<file path="config.mk">
export PLATFORM = sky130hd
export DESIGN_NAME = sha256_stream_hasher_top
export DESIGN_NICKNAME = d
export VERILOG_FILES = /design/src/hw/rtl/shs_pkg.sv /design/src/hw/rtl/sha256_stream_hasher_top.sv /design/src/hw/rtl/shs_front.sv /design/src/hw/rtl/shs_queue.sv /design/src/hw/rtl/shs_core.sv
export VERILOG_INCLUDE_DIRS = /design/src /design/src/hw/rtl
export SDC_FILE = /design/constraint.sdc
export NUM_CORES = 2
export LEC_CHECK = 0
export BUFFER_PORTS_ARGS = -buffer_cell sky130_fd_sc_hd__buf_2
export CAP_MARGIN = 20
export CORE_ASPECT_RATIO = 0.8
export CORE_MARGIN = 2
export CORE_UTILIZATION = 63
export DETAILED_ROUTE_END_ITERATION = 6
export PLACE_DENSITY = 0.81
export SLEW_MARGIN = 5
export SYNTH_ARGS = -nofsm -noshare
export SYNTH_HDL_FRONTEND = slang
export SYNTH_SLANG_ARGS = --single-unit
</file>
<file path="constraint.sdc">
create_clock -name aclk -period 15.5 [get_ports aclk]
set_input_delay 2.325 -clock aclk [delete_from_list [all_inputs] [get_ports aclk]]
set_output_delay 2.325 -clock aclk [all_outputs]
set_load 0.01 [all_outputs]
</file>
<file path="src/hw/rtl/assert_macros.svh">
// Assertion helper macros shared by the RTL.
`ifndef ASSERT_MACROS_SVH
`define ASSERT_MACROS_SVH

// Condition must never be true while out of reset.
`define ASSERT_NEVER(label, clk, rstn, expr) \
    label: assert property (@(posedge clk) disable iff (!(rstn)) !(expr)) \
        else $error("assertion failed: forbidden condition");

// Antecedent in one cycle implies consequent in the next.
`define ASSERT_NEXT(label, clk, rstn, ante, cons) \
    label: assert property (@(posedge clk) disable iff (!(rstn)) (ante) |=> (cons)) \
        else $error("assertion failed: next-cycle implication");

`endif

</file>
<file path="src/hw/rtl/shs_pkg.sv">
// Shared types and constants of the SHA-256 stream hasher.
package shs_pkg;

    localparam int QUEUE_DEPTH = 4;

    localparam logic [7:0] PAD_BYTE     = 8'h80;
    localparam logic [3:0] LEN_HI_WORD  = 4'd14;
    localparam logic [3:0] LAST_WORD    = 4'd15;
    localparam logic [5:0] LAST_ROUND   = 6'd63;
    localparam logic [63:0] BYTE_BITS   = 64'd8;

    // One 32-bit message word on its way from front to back.
    typedef struct packed {
        logic [31:0] word;
        logic        final_word;  // last word of the last block of a message
    } word_item_t;

    localparam logic [31:0] INIT_WORDS [0:7] = '{
        32'h6a09e667, 32'hbb67ae85, 32'h3c6ef372, 32'ha54ff53a,
        32'h510e527f, 32'h9b05688c, 32'h1f83d9ab, 32'h5be0cd19
    };

    localparam logic [31:0] ROUND_K [0:63] = '{
        32'h428a2f98, 32'h71374491, 32'hb5c0fbcf, 32'he9b5dba5,
        32'h3956c25b, 32'h59f111f1, 32'h923f82a4, 32'hab1c5ed5,
        32'hd807aa98, 32'h12835b01, 32'h243185be, 32'h550c7dc3,
        32'h72be5d74, 32'h80deb1fe, 32'h9bdc06a7, 32'hc19bf174,
        32'he49b69c1, 32'hefbe4786, 32'h0fc19dc6, 32'h240ca1cc,
        32'h2de92c6f, 32'h4a7484aa, 32'h5cb0a9dc, 32'h76f988da,
        32'h983e5152, 32'ha831c66d, 32'hb00327c8, 32'hbf597fc7,
        32'hc6e00bf3, 32'hd5a79147, 32'h06ca6351, 32'h14292967,
        32'h27b70a85, 32'h2e1b2138, 32'h4d2c6dfc, 32'h53380d13,
        32'h650a7354, 32'h766a0abb, 32'h81c2c92e, 32'h92722c85,
        32'ha2bfe8a1, 32'ha81a664b, 32'hc24b8b70, 32'hc76c51a3,
        32'hd192e819, 32'hd6990624, 32'hf40e3585, 32'h106aa070,
        32'h19a4c116, 32'h1e376c08, 32'h2748774c, 32'h34b0bcb5,
        32'h391c0cb3, 32'h4ed8aa4a, 32'h5b9cca4f, 32'h682e6ff3,
        32'h748f82ee, 32'h78a5636f, 32'h84c87814, 32'h8cc70208,
        32'h90befffa, 32'ha4506ceb, 32'hbef9a3f7, 32'hc67178f2
    };

endpackage

</file>
<file path="src/hw/rtl/sha256_stream_hasher_top.sv">
// Top level of the SHA-256 stream hasher: front end, word queue, compression engine.
//
//  channel | dir | handshake          | payload
//  --------+-----+--------------------+---------------------------------------------
//  s_      | in  | s_tvalid/s_tready  | tdata message_byte, tuser has_byte, tlast end
//  m_      | out | m_tvalid/m_tready  | tdata digest_w0..digest_w7 (w0 lowest)
//
// Bytes go in at one item per cycle until the four-word queue fills; an end item then
// holds s_tready low while the pad and length words go out, longer if the queue fills.
// Per block the engine runs 64 rounds and a fold step, then loads 16 words, of which only
// four wait queued; the rest come through the queue as the front end pushes them.
// Reset (aresetn low, synchronous) restores the initial hash values and empties the queue.
// A digest waits in the output register; the next one holds the engine until m_tready.
`include "assert_macros.svh"

module sha256_stream_hasher_top #(
    parameter int QUEUE_DEPTH = shs_pkg::QUEUE_DEPTH
) (
    input  logic         aclk,
    input  logic         aresetn,
    input  logic         s_tvalid,
    output logic         s_tready,
    input  logic [7:0]   s_tdata,   // [7:0] message_byte
    input  logic [0:0]   s_tuser,   // [0] has_byte
    input  logic         s_tlast,   // end_of_message
    output logic         m_tvalid,
    input  logic         m_tready,
    output logic [255:0] m_tdata    // [31:0] digest_w0 ... [255:224] digest_w7
);

    // Word stream from the front end into the queue.
    logic                push;
    shs_pkg::word_item_t push_item;
    logic                q_full;
    // Queue head toward the compression engine.
    logic                pop;
    logic                q_valid;
    shs_pkg::word_item_t q_item;

    shs_front u_front (
        .aclk           (aclk),
        .aresetn        (aresetn),
        .s_valid        (s_tvalid),
        .s_ready        (s_tready),
        .has_byte       (s_tuser[0]),
        .message_byte   (s_tdata),
        .end_of_message (s_tlast),
        .push           (push),
        .push_item      (push_item),
        .q_full         (q_full)
    );

    shs_queue #(
        .DEPTH (QUEUE_DEPTH)
    ) u_queue (
        .aclk      (aclk),
        .aresetn   (aresetn),
        .push      (push),
        .push_item (push_item),
        .full      (q_full),
        .pop       (pop),
        .valid     (q_valid),
        .pop_item  (q_item)
    );

    // Engine: 16-word schedule window, rounds, chaining words, digest register.
    shs_core u_core (
        .aclk    (aclk),
        .aresetn (aresetn),
        .q_valid (q_valid),
        .q_item  (q_item),
        .pop     (pop),
        .m_valid (m_tvalid),
        .m_ready (m_tready),
        .m_data  (m_tdata)
    );

    // The front end never writes into a full queue.
    `ASSERT_NEVER(a_no_push_full, aclk, aresetn, push && q_full)
    // The engine never takes a word from an empty queue.
    `ASSERT_NEVER(a_no_pop_empty, aclk, aresetn, pop && !q_valid)
    // An end item sends the front end into padding, so the next item waits.
    `ASSERT_NEXT(a_end_stalls, aclk, aresetn, s_tvalid && s_tready && s_tlast, !s_tready)

endmodule

</file>
<file path="src/hw/rtl/shs_front.sv">
// Front end: packs message bytes into words and generates the padding words.
module shs_front (
    input  logic               aclk,
    input  logic               aresetn,
    input  logic               s_valid,
    output logic               s_ready,
    input  logic               has_byte,
    input  logic [7:0]         message_byte,
    input  logic               end_of_message,
    output logic               push,
    output shs_pkg::word_item_t push_item,
    input  logic               q_full
);

    typedef enum logic [4:0] {
        ST_IDLE   = 5'b00001,
        ST_PAD    = 5'b00010,
        ST_ZERO   = 5'b00100,
        ST_LEN_HI = 5'b01000,
        ST_LEN_LO = 5'b10000
    } front_state_t;

    front_state_t state_reg, state_next;
    logic [5:0]   fill_reg, fill_next;
    logic [31:0]  acc_reg, acc_next;
    logic [63:0]  len_reg, len_next;
    logic [3:0]   widx_inc;
    logic [31:0]  pad_word;
    logic         accept;

    assign s_ready  = (state_reg == ST_IDLE) && !q_full;
    assign accept   = s_valid && s_ready;
    assign widx_inc = fill_reg[5:2] + 4'd1;

    // Bytes already held in the partial word, then the pad byte, then zeros.
    always_comb begin
        case (fill_reg[1:0])
            2'd0:    pad_word = {shs_pkg::PAD_BYTE, 24'h0};
            2'd1:    pad_word = {acc_reg[31:24], shs_pkg::PAD_BYTE, 16'h0};
            2'd2:    pad_word = {acc_reg[31:16], shs_pkg::PAD_BYTE, 8'h0};
            default: pad_word = {acc_reg[31:8], shs_pkg::PAD_BYTE};
        endcase
    end

    always_comb begin
        state_next = state_reg;
        fill_next  = fill_reg;
        acc_next   = acc_reg;
        len_next   = len_reg;
        push       = 1'b0;
        push_item  = '0;
        case (state_reg)
            ST_IDLE: begin
                if (accept) begin
                    if (has_byte) begin
                        acc_next[{~fill_reg[1:0], 3'b111} -: 8] = message_byte;
                        fill_next = fill_reg + 6'd1;
                        len_next  = len_reg + shs_pkg::BYTE_BITS;
                        if (fill_reg[1:0] == 2'd3) begin
                            push           = 1'b1;
                            push_item.word = {acc_reg[31:8], message_byte};
                        end
                    end
                    if (end_of_message) begin
                        state_next = ST_PAD;
                    end
                end
            end
            ST_PAD, ST_ZERO: begin
                if (!q_full) begin
                    push           = 1'b1;
                    push_item.word = (state_reg == ST_PAD) ? pad_word : 32'h0;
                    fill_next      = {widx_inc, 2'b00};
                    state_next     = (widx_inc == shs_pkg::LEN_HI_WORD) ? ST_LEN_HI : ST_ZERO;
                end
            end
            ST_LEN_HI: begin
                if (!q_full) begin
                    push           = 1'b1;
                    push_item.word = len_reg[63:32];
                    state_next     = ST_LEN_LO;
                end
            end
            ST_LEN_LO: begin
                if (!q_full) begin
                    push                 = 1'b1;
                    push_item.word       = len_reg[31:0];
                    push_item.final_word = 1'b1;
                    fill_next            = '0;
                    len_next             = '0;
                    state_next           = ST_IDLE;
                end
            end
            default: begin
                state_next = ST_IDLE;
            end
        endcase
    end

    always_ff @(posedge aclk) begin
        if (!aresetn) begin
            state_reg <= ST_IDLE;
            fill_reg  <= '0;
            len_reg   <= '0;
        end else begin
            state_reg <= state_next;
            fill_reg  <= fill_next;
            len_reg   <= len_next;
        end
        acc_reg <= acc_next;
    end

endmodule

</file>
<file path="src/hw/rtl/shs_queue.sv">
// Short word queue between the front end and the compression engine.
module shs_queue #(
    parameter int DEPTH = shs_pkg::QUEUE_DEPTH
) (
    input  logic                aclk,
    input  logic                aresetn,
    input  logic                push,
    input  shs_pkg::word_item_t push_item,
    output logic                full,
    input  logic                pop,
    output logic                valid,
    output shs_pkg::word_item_t pop_item
);

    localparam int AW = $clog2(DEPTH);
    localparam int CW = $clog2(DEPTH + 1);

    shs_pkg::word_item_t entries_reg [0:DEPTH-1];
    logic [AW-1:0] wr_ptr_reg, wr_ptr_next;
    logic [AW-1:0] rd_ptr_reg, rd_ptr_next;
    logic [CW-1:0] count_reg, count_next;

    assign full     = (count_reg == CW'(DEPTH));
    assign valid    = (count_reg != '0);
    assign pop_item = entries_reg[rd_ptr_reg];

    always_comb begin
        wr_ptr_next = wr_ptr_reg;
        rd_ptr_next = rd_ptr_reg;
        count_next  = count_reg;
        if (push) begin
            wr_ptr_next = (wr_ptr_reg == AW'(DEPTH - 1)) ? '0 : wr_ptr_reg + 1'b1;
        end
        if (pop) begin
            rd_ptr_next = (rd_ptr_reg == AW'(DEPTH - 1)) ? '0 : rd_ptr_reg + 1'b1;
        end
        if (push && !pop) begin
            count_next = count_reg + 1'b1;
        end else if (pop && !push) begin
            count_next = count_reg - 1'b1;
        end
    end

    always_ff @(posedge aclk) begin
        if (!aresetn) begin
            wr_ptr_reg <= '0;
            rd_ptr_reg <= '0;
            count_reg  <= '0;
        end else begin
            wr_ptr_reg <= wr_ptr_next;
            rd_ptr_reg <= rd_ptr_next;
            count_reg  <= count_next;
        end
        if (push) begin
            entries_reg[wr_ptr_reg] <= push_item;
        end
    end

endmodule

</file>
<file path="src/hw/rtl/shs_core.sv">
// Compression engine: 16-word schedule window, one round per cycle, digest register.
module shs_core (
    input  logic                aclk,
    input  logic                aresetn,
    input  logic                q_valid,
    input  shs_pkg::word_item_t q_item,
    output logic                pop,
    output logic                m_valid,
    input  logic                m_ready,
    output logic [255:0]        m_data
);

    typedef enum logic [2:0] {
        ST_LOAD  = 3'b001,
        ST_ROUND = 3'b010,
        ST_FOLD  = 3'b100
    } core_state_t;

    function automatic logic [31:0] ror(input logic [31:0] v, input int amt);
        ror = (v >> amt) | (v << (32 - amt));
    endfunction

    core_state_t state_reg, state_next;
    logic [5:0]  cnt_reg, cnt_next;
    logic        final_reg, final_next;
    logic        out_valid_reg, out_valid_next;
    logic [31:0] w_reg     [0:15];
    logic [31:0] w_next    [0:15];
    logic [31:0] work_reg  [0:7];
    logic [31:0] work_next [0:7];
    logic [31:0] chain_reg [0:7];
    logic [31:0] chain_next[0:7];
    logic [31:0] out_reg   [0:7];
    logic [31:0] out_next  [0:7];
    logic [31:0] fold_sum  [0:7];
    logic [31:0] sched_word, t1, t2, big0, big1, choose, major;
    logic        emit_ok;

    // Next schedule word and round terms.
    always_comb begin
        sched_word = (ror(w_reg[14], 17) ^ ror(w_reg[14], 19) ^ (w_reg[14] >> 10))
                   + w_reg[9]
                   + (ror(w_reg[1], 7) ^ ror(w_reg[1], 18) ^ (w_reg[1] >> 3))
                   + w_reg[0];
        big1   = ror(work_reg[4], 6) ^ ror(work_reg[4], 11) ^ ror(work_reg[4], 25);
        choose = (work_reg[4] & work_reg[5]) ^ (~work_reg[4] & work_reg[6]);
        t1     = work_reg[7] + big1 + choose + shs_pkg::ROUND_K[cnt_reg] + w_reg[0];
        big0   = ror(work_reg[0], 2) ^ ror(work_reg[0], 13) ^ ror(work_reg[0], 22);
        major  = (work_reg[0] & work_reg[1]) ^ (work_reg[0] & work_reg[2])
               ^ (work_reg[1] & work_reg[2]);
        t2     = big0 + major;
        for (int i = 0; i < 8; i++) begin
            fold_sum[i] = chain_reg[i] + work_reg[i];
        end
    end

    assign pop     = (state_reg == ST_LOAD) && q_valid;
    assign emit_ok = !out_valid_reg || m_ready;
    assign m_valid = out_valid_reg;

    always_comb begin
        for (int i = 0; i < 8; i++) begin
            m_data[32*i +: 32] = out_reg[i];
        end
    end

    always_comb begin
        state_next     = state_reg;
        cnt_next       = cnt_reg;
        final_next     = final_reg;
        out_valid_next = out_valid_reg && !m_ready;
        w_next         = w_reg;
        work_next      = work_reg;
        chain_next     = chain_reg;
        out_next       = out_reg;
        case (state_reg)
            ST_LOAD: begin
                if (q_valid) begin
                    for (int i = 0; i < 15; i++) begin
                        w_next[i] = w_reg[i+1];
                    end
                    w_next[15] = q_item.word;
                    cnt_next   = cnt_reg + 6'd1;
                    if (cnt_reg[3:0] == shs_pkg::LAST_WORD) begin
                        cnt_next   = '0;
                        final_next = q_item.final_word;
                        work_next  = chain_reg;
                        state_next = ST_ROUND;
                    end
                end
            end
            ST_ROUND: begin
                for (int i = 0; i < 15; i++) begin
                    w_next[i] = w_reg[i+1];
                end
                w_next[15] = sched_word;
                for (int i = 1; i < 8; i++) begin
                    work_next[i] = work_reg[i-1];
                end
                work_next[4] = work_reg[3] + t1;
                work_next[0] = t1 + t2;
                cnt_next     = cnt_reg + 6'd1;
                if (cnt_reg == shs_pkg::LAST_ROUND) begin
                    cnt_next   = '0;
                    state_next = ST_FOLD;
                end
            end
            ST_FOLD: begin
                if (!final_reg) begin
                    chain_next = fold_sum;
                    state_next = ST_LOAD;
                end else if (emit_ok) begin
                    out_next       = fold_sum;
                    out_valid_next = 1'b1;
                    chain_next     = shs_pkg::INIT_WORDS;
                    state_next     = ST_LOAD;
                end
            end
            default: begin
                state_next = ST_LOAD;
                cnt_next   = '0;
            end
        endcase
    end

    always_ff @(posedge aclk) begin
        if (!aresetn) begin
            state_reg     <= ST_LOAD;
            cnt_reg       <= '0;
            final_reg     <= 1'b0;
            out_valid_reg <= 1'b0;
            chain_reg     <= shs_pkg::INIT_WORDS;
        end else begin
            state_reg     <= state_next;
            cnt_reg       <= cnt_next;
            final_reg     <= final_next;
            out_valid_reg <= out_valid_next;
            chain_reg     <= chain_next;
        end
        w_reg    <= w_next;
        work_reg <= work_next;
        out_reg  <= out_next;
    end

endmodule

</file>
# Word-level counts from Yosys, hierarchy flattened
# Memory sizes are Yosys's and may differ from the RTL's. A register that Yosys moved wholly into a read port is not among the register bits.
# Index checks and enable logic that the tools add are counted.
[word_totals]
ramBits = 132
mem_count = 2
register_bits = 1405
rom_bits = 2048
out_inout_bits = 258
[classes]
n_mux = 62
reduce_logical = 31
n_eq_ne = 28
shift = 2
bitwise_logic = 30
n_lt_le_gt_ge = 1
n_addsub = 27
[mem_list]
columns = ["memory", "words", "width", "rd", "rd_clocked_by_memory_dff", "wr", "line_no", "source"]
rows = [
  ["(name not given)", 64, 32, 1, 0, 0, "shs_core.sv:47", "t1 = work_reg[7] + big1 + choose + shs_pkg::ROUND_K[cnt_reg] + w_reg[0];"],
  ["u_queue.entries_reg", 4, 33, 1, 1, 1, "shs_queue.sv:18", "shs_pkg::word_item_t entries_reg [0:DEPTH-1];"],
]
[ops]
columns = ["operator", "n"]
rows = [
  ["$mux 256", 4],
  ["$pmux 512 s2", 1],
  ["$add 32x32->32", 18],
  ["$mux 512", 1],
  ["$pmux 256 s2", 1],
  ["$xor 32x32->32", 9],
  ["$mux 32", 8],
  ["$mux 64", 3],
  ["$and 32x32->32", 5],
  ["$pmux 32 s4", 1],
  ["$pmux 64 s2", 1],
  ["$pmux 32 s3", 1],
  ["$add 64x4->64 const B", 1],
  ["$mux 6", 7],
  ["$shift 8x7->39 const A", 1],
  ["$shiftx 8x7->39", 1],
  ["$pmux 6 s3", 2],
  ["$mux 33", 1],
  ["$bwmux 32", 1],
  ["$not 32->32", 1],
  ["$or 10x32->32", 1],
  ["$or 13x32->32", 1],
  ["$or 14x32->32", 1],
  ["$or 15x32->32", 1],
  ["53 further kinds", 109],
]

# Longest topological paths before layout
[logic_depth]
ltp_word = 10
ltp_mapped = 42

# By module
# Synthesis repeated with hierarchy kept, for this count alone.
[hier_totals]
cells_unflattened = 7355
area_unflattened_um2 = 82634.3
[by_module_without_submodules]
columns = ["mod", "n_inst", "area_per_inst_um2", "cells_each"]
rows = [
  ["shs_core", 1, 72034.1, 6532],
  ["shs_front", 1, 5332.6, 606],
  ["shs_queue", 1, 5267.6, 217],
]

# Worst setup path after synthesis
# Ideal clock, no wire load.
[synth_timing]
path_type = "register to register"
from = "register u_core.state_reg[1]"
to = "register u_core.w_reg[0] (netlist bit), enable pin"
setup_ns = 3.650
arrival_time_ns = 9.448
stages_incl_launch_ff = 7
setup_slack_ns = 2.401
n_path_buf = 3
cell_sequence = "dfxtp_1 clkbuf_1 nor2b_1 nand2b_1 clkbuf_1 clkbuf_1 nand2_1"
[synth_via]
elab_chain_len = 3
[synth_rtl]
columns = ["item", "line_no", "source"]
rows = [
  ["start: declaration", "shs_core.sv:23", "core_state_t state_reg, state_next;"],
  ["start signal: assignment", "shs_core.sv:134", "state_reg <= state_next;"],
  ["$eq 3x1->1 or $eq 3x2->1 (tied branches)", "shs_core.sv:76", "case (state_reg)"],
  ["$ne 2x1->1 (no source line) or $reduce_bool 2->1 (tied branches)", "n/a", ""],
  ["$reduce_and 2->1 (no source line) *", "n/a", ""],
  ["end signal: assignment", "shs_core.sv:140", "w_reg <= w_next;"],
  ["end: declaration", "shs_core.sv:27", "logic [31:0] w_reg [0:15];"],
]
# Every way passes the cells marked *; elsewhere a longest branch is shown, timed or not.
# A chain may end at the register's enable or synchronous reset.

==> flow_metrics.tcl <==
set metrics [dict create \
    status "finished with violations" \
    violations "design-rule violations" \
    worst_r2r_startpoint "u_core.cnt_reg[0]" \
    drtPass1Iterations 7 \
    syn_area_um2 80820 \
    drive_gt1_share_pct 9.211 \
    finalWirelength_um 240000 \
    critical-path-slowest-cell "ha_1" \
    h-tree-depth 4 \
    startpoint "u_core.cnt_reg[0]" \
    grtUsageTotal_pct 36.24 \
    num_vias 58990 \
    port-buffer-count 271 \
    utilization_pct 69.60 \
    cts_buffer_depth 3 \
    syn_inst 7043 \
    syn_avg_cell_area_um2 11.47 \
    drt-initial-drc-count 8327 \
    hold_violations 0 \
    initial_core_util_pct 63.53 \
    synth-edff-count 1180 \
    core_area_um2 127200 \
    fin_crit_sh_pct 69.93 \
    clock_skew_ns 0.03796 \
    die_y_um 324.3 \
    cts_setup_buffers 0 \
    yosysUniqueCellTypes 104 \
    cts_made_buffers 149 \
    root_buffer "clkbuf_16" \
    crit_arrival_ns 11.34 \
    synth_seq_cells 1528 \
    grt_max_degree 200 \
    die_w_um 404.4 \
    syn-num-nets 7660 \
    cts_resized 0 \
    vias_per_cell 6.555 \
    crit_type "flip-flop to flip-flop" \
    clkTransAtPathRegs_ns 0.08 \
    wl_per_cell_um 26.67 \
    setup_tns_ns 0 \
    largest_reg_flops 512 \
    drc 3 \
    yosys_warnings 0 \
    gr-total-overflow 0 \
    hp-class "flip-flop to flip-flop" \
    tightest_slew_ns 1.199 \
    place_congestion 1.011 \
    ios 272 \
    critPathMostFrequentCell "fa_1" \
    cts-hold-fix-buffers 0 \
    num_rows 117 \
    nets 7820 \
    max_stage_delay_ns 0.90 \
    period_minus_slack_ns 10.84 \
    path_max_fanout 16 \
    dpl.hpwl_um 172200 \
    insertion_delay_ns 0.82 \
    synth_top_flop_cell "edfxtp_1" \
    drv_slew 0 \
    hp-start "u_core.w_reg[376]" \
    grt_first_pass_wirelength_um 355100 \
    cts.sinks 1528 \
    timing.fmax_mhz 92.25 \
    rsz0062_at_grt "no" \
    critPathLaunchType "flip-flop" \
    endpoint_kind "flip-flop" \
    antenna_left 0 \
    grt_pass1_vias 55610 \
    grt_antenna_before_repair 13 \
    synth-seq-area-share_pct 52.47 \
    setup_viol 0 \
    area_delta_synth_final_pct 9.554 \
    postSynth.asyncResetShare_pct 0 \
    fillerInstances 8896 \
    cts_tree "done" \
    dieArea_um2 131200 \
    worstPathRequired_ns 16.00 \
    slew-limit-headroom_pct 20.07 \
    drv_cap 0 \
]
-- final timing paths --
kind	endpoint	slack, ns	depth (start not counted)
setup / recovery	u_core.work_reg[255]	4.66	35
hold / removal	u_core.w_reg[408]	0.41	0
setup reg to reg	u_core.work_reg[255]	4.66	35
hold reg to reg	u_core.w_reg[408]	0.41	0
-- critical path, delay by kind of cell (launching register included) --
kind | cells | cell delay (ns)
AND/OR/NAND/NOR | 8 | 1.68
adder cells (fa/ha/maj) | 8 | 3.73
buffers and inverters | 4 | 0.86
AO/OA/AOI/OAI | 13 | 2.96
flip-flops | 1 | 0.72
XOR/XNOR | 2 | 0.56
-- synth_stat cells, types with 77 or more instances --
cell type,instances,area share (%)
inv_1,336,1.6
a22oi_1,85,0.79
xnor2_1,451,4.9
ha_1,407,6.3
dfxtp_1,348,8.6
a21oi_1,363,2.2
nor3_1,77,0.48
nand2_1,948,4.4
xor2_1,187,2.0
a221o_1,127,1.6
nand3_1,125,0.77
a21o_1,174,1.6
clkbuf_1,276,1.3
fa_1,196,4.9
o21ai_0,319,2.0
nor2_1,309,1.4
edfxtp_1,1180,44
nor2b_1,149,1.2
-- through the flow --
step	hold WS, ns	cell area, um2	setup slack, ns	std cells
floorplan	0.4003	80820	2.401	7043
global placement	0.4003	83540	5.392	8715
detailed placement	0.4045	83540	5.120	8715
CTS	0.4121	88500	5.075	8991
global route	0.4178	88520	4.193	8994
finish	0.4103	88540	4.660	8999
-- final cells by class --
type / count / area (um2) / area share [%]
clock buffers: 185 / 3985 / 4.501
diodes: 5 / 12.51 / 0.01413
flip-flops and latches: 1528 / 42410 / 47.90
well taps: 1666 / 2085 / 2.354
clock inverters: 91 / 978.4 / 1.105
inverters: 339 / 1280 / 1.446
multi-input cells: 4863 / 36010 / 40.67
repair buffers: 322 / 1779 / 2.010
-- kinds of logic (layout without fill, tap and decap cells) --
group | after synthesis | in the layout | synth area share (%)
and+or+nand+nor | 1917 | 1917 | 10.83
AOI/OAI and AO/OA | 1587 | 1587 | 13.42
DFF | 1528 | 1528 | 52.47
buffers and inverters | 652 | 937 | 3.078
xor gates and xnor gates | 640 | 640 | 6.970
adders and majority gates | 626 | 626 | 11.44
muxes | 93 | 93 | 1.799
other | 0 | 5 | 0
-- cell usage in the layout (no fill, tap or decap), types with 27 or more instances in the layout --
master     Yosys  final
nor3_1        77     76
nand2b_1      63     62
nand2_1      948    944
o21a_1        61     61
ha_1         407    407
a211oi_1      49     49
xnor2_1      451    451
fa_1         196    196
a221o_1      127    127
and3_1        49     49
clkbuf_16      0    150
nor2b_1      149    148
mux4_2        41     41
o21ai_0      319    319
o21bai_1      49     49
dfxtp_1      348    344
mux2i_1       44     44
inv_1        336    335
buf_2          1    270
a31oi_1       47     47
nor2_1       309    308
edfxtp_1    1180   1180
and2_1        47     45
nand4_1       38     38
a21o_1       174    174
a222oi_1      27     27
a22o_1        40     40
o211ai_1      32     32
or3_1         31     31
a22oi_1       85     85
a21oi_1      363    363
buf_4          4     47
xor2_1       187    187
nand3_1      125    125
-- layer usage --
layer	vias up	wire (um)	share of wire, %	GRT usage, %
li1	25880	-	-	-
met1	28700	96540	40	52.94
met2	3747	101100	42	51.31
met3	656	30330	13	9.246
met4	4	12040	5.0	15.76
met5	-	27	0.011	0
Power is left out: the tool's default activity adds up to more than one toggle a clock period on the data nets, which glitch-free logic cannot reach.
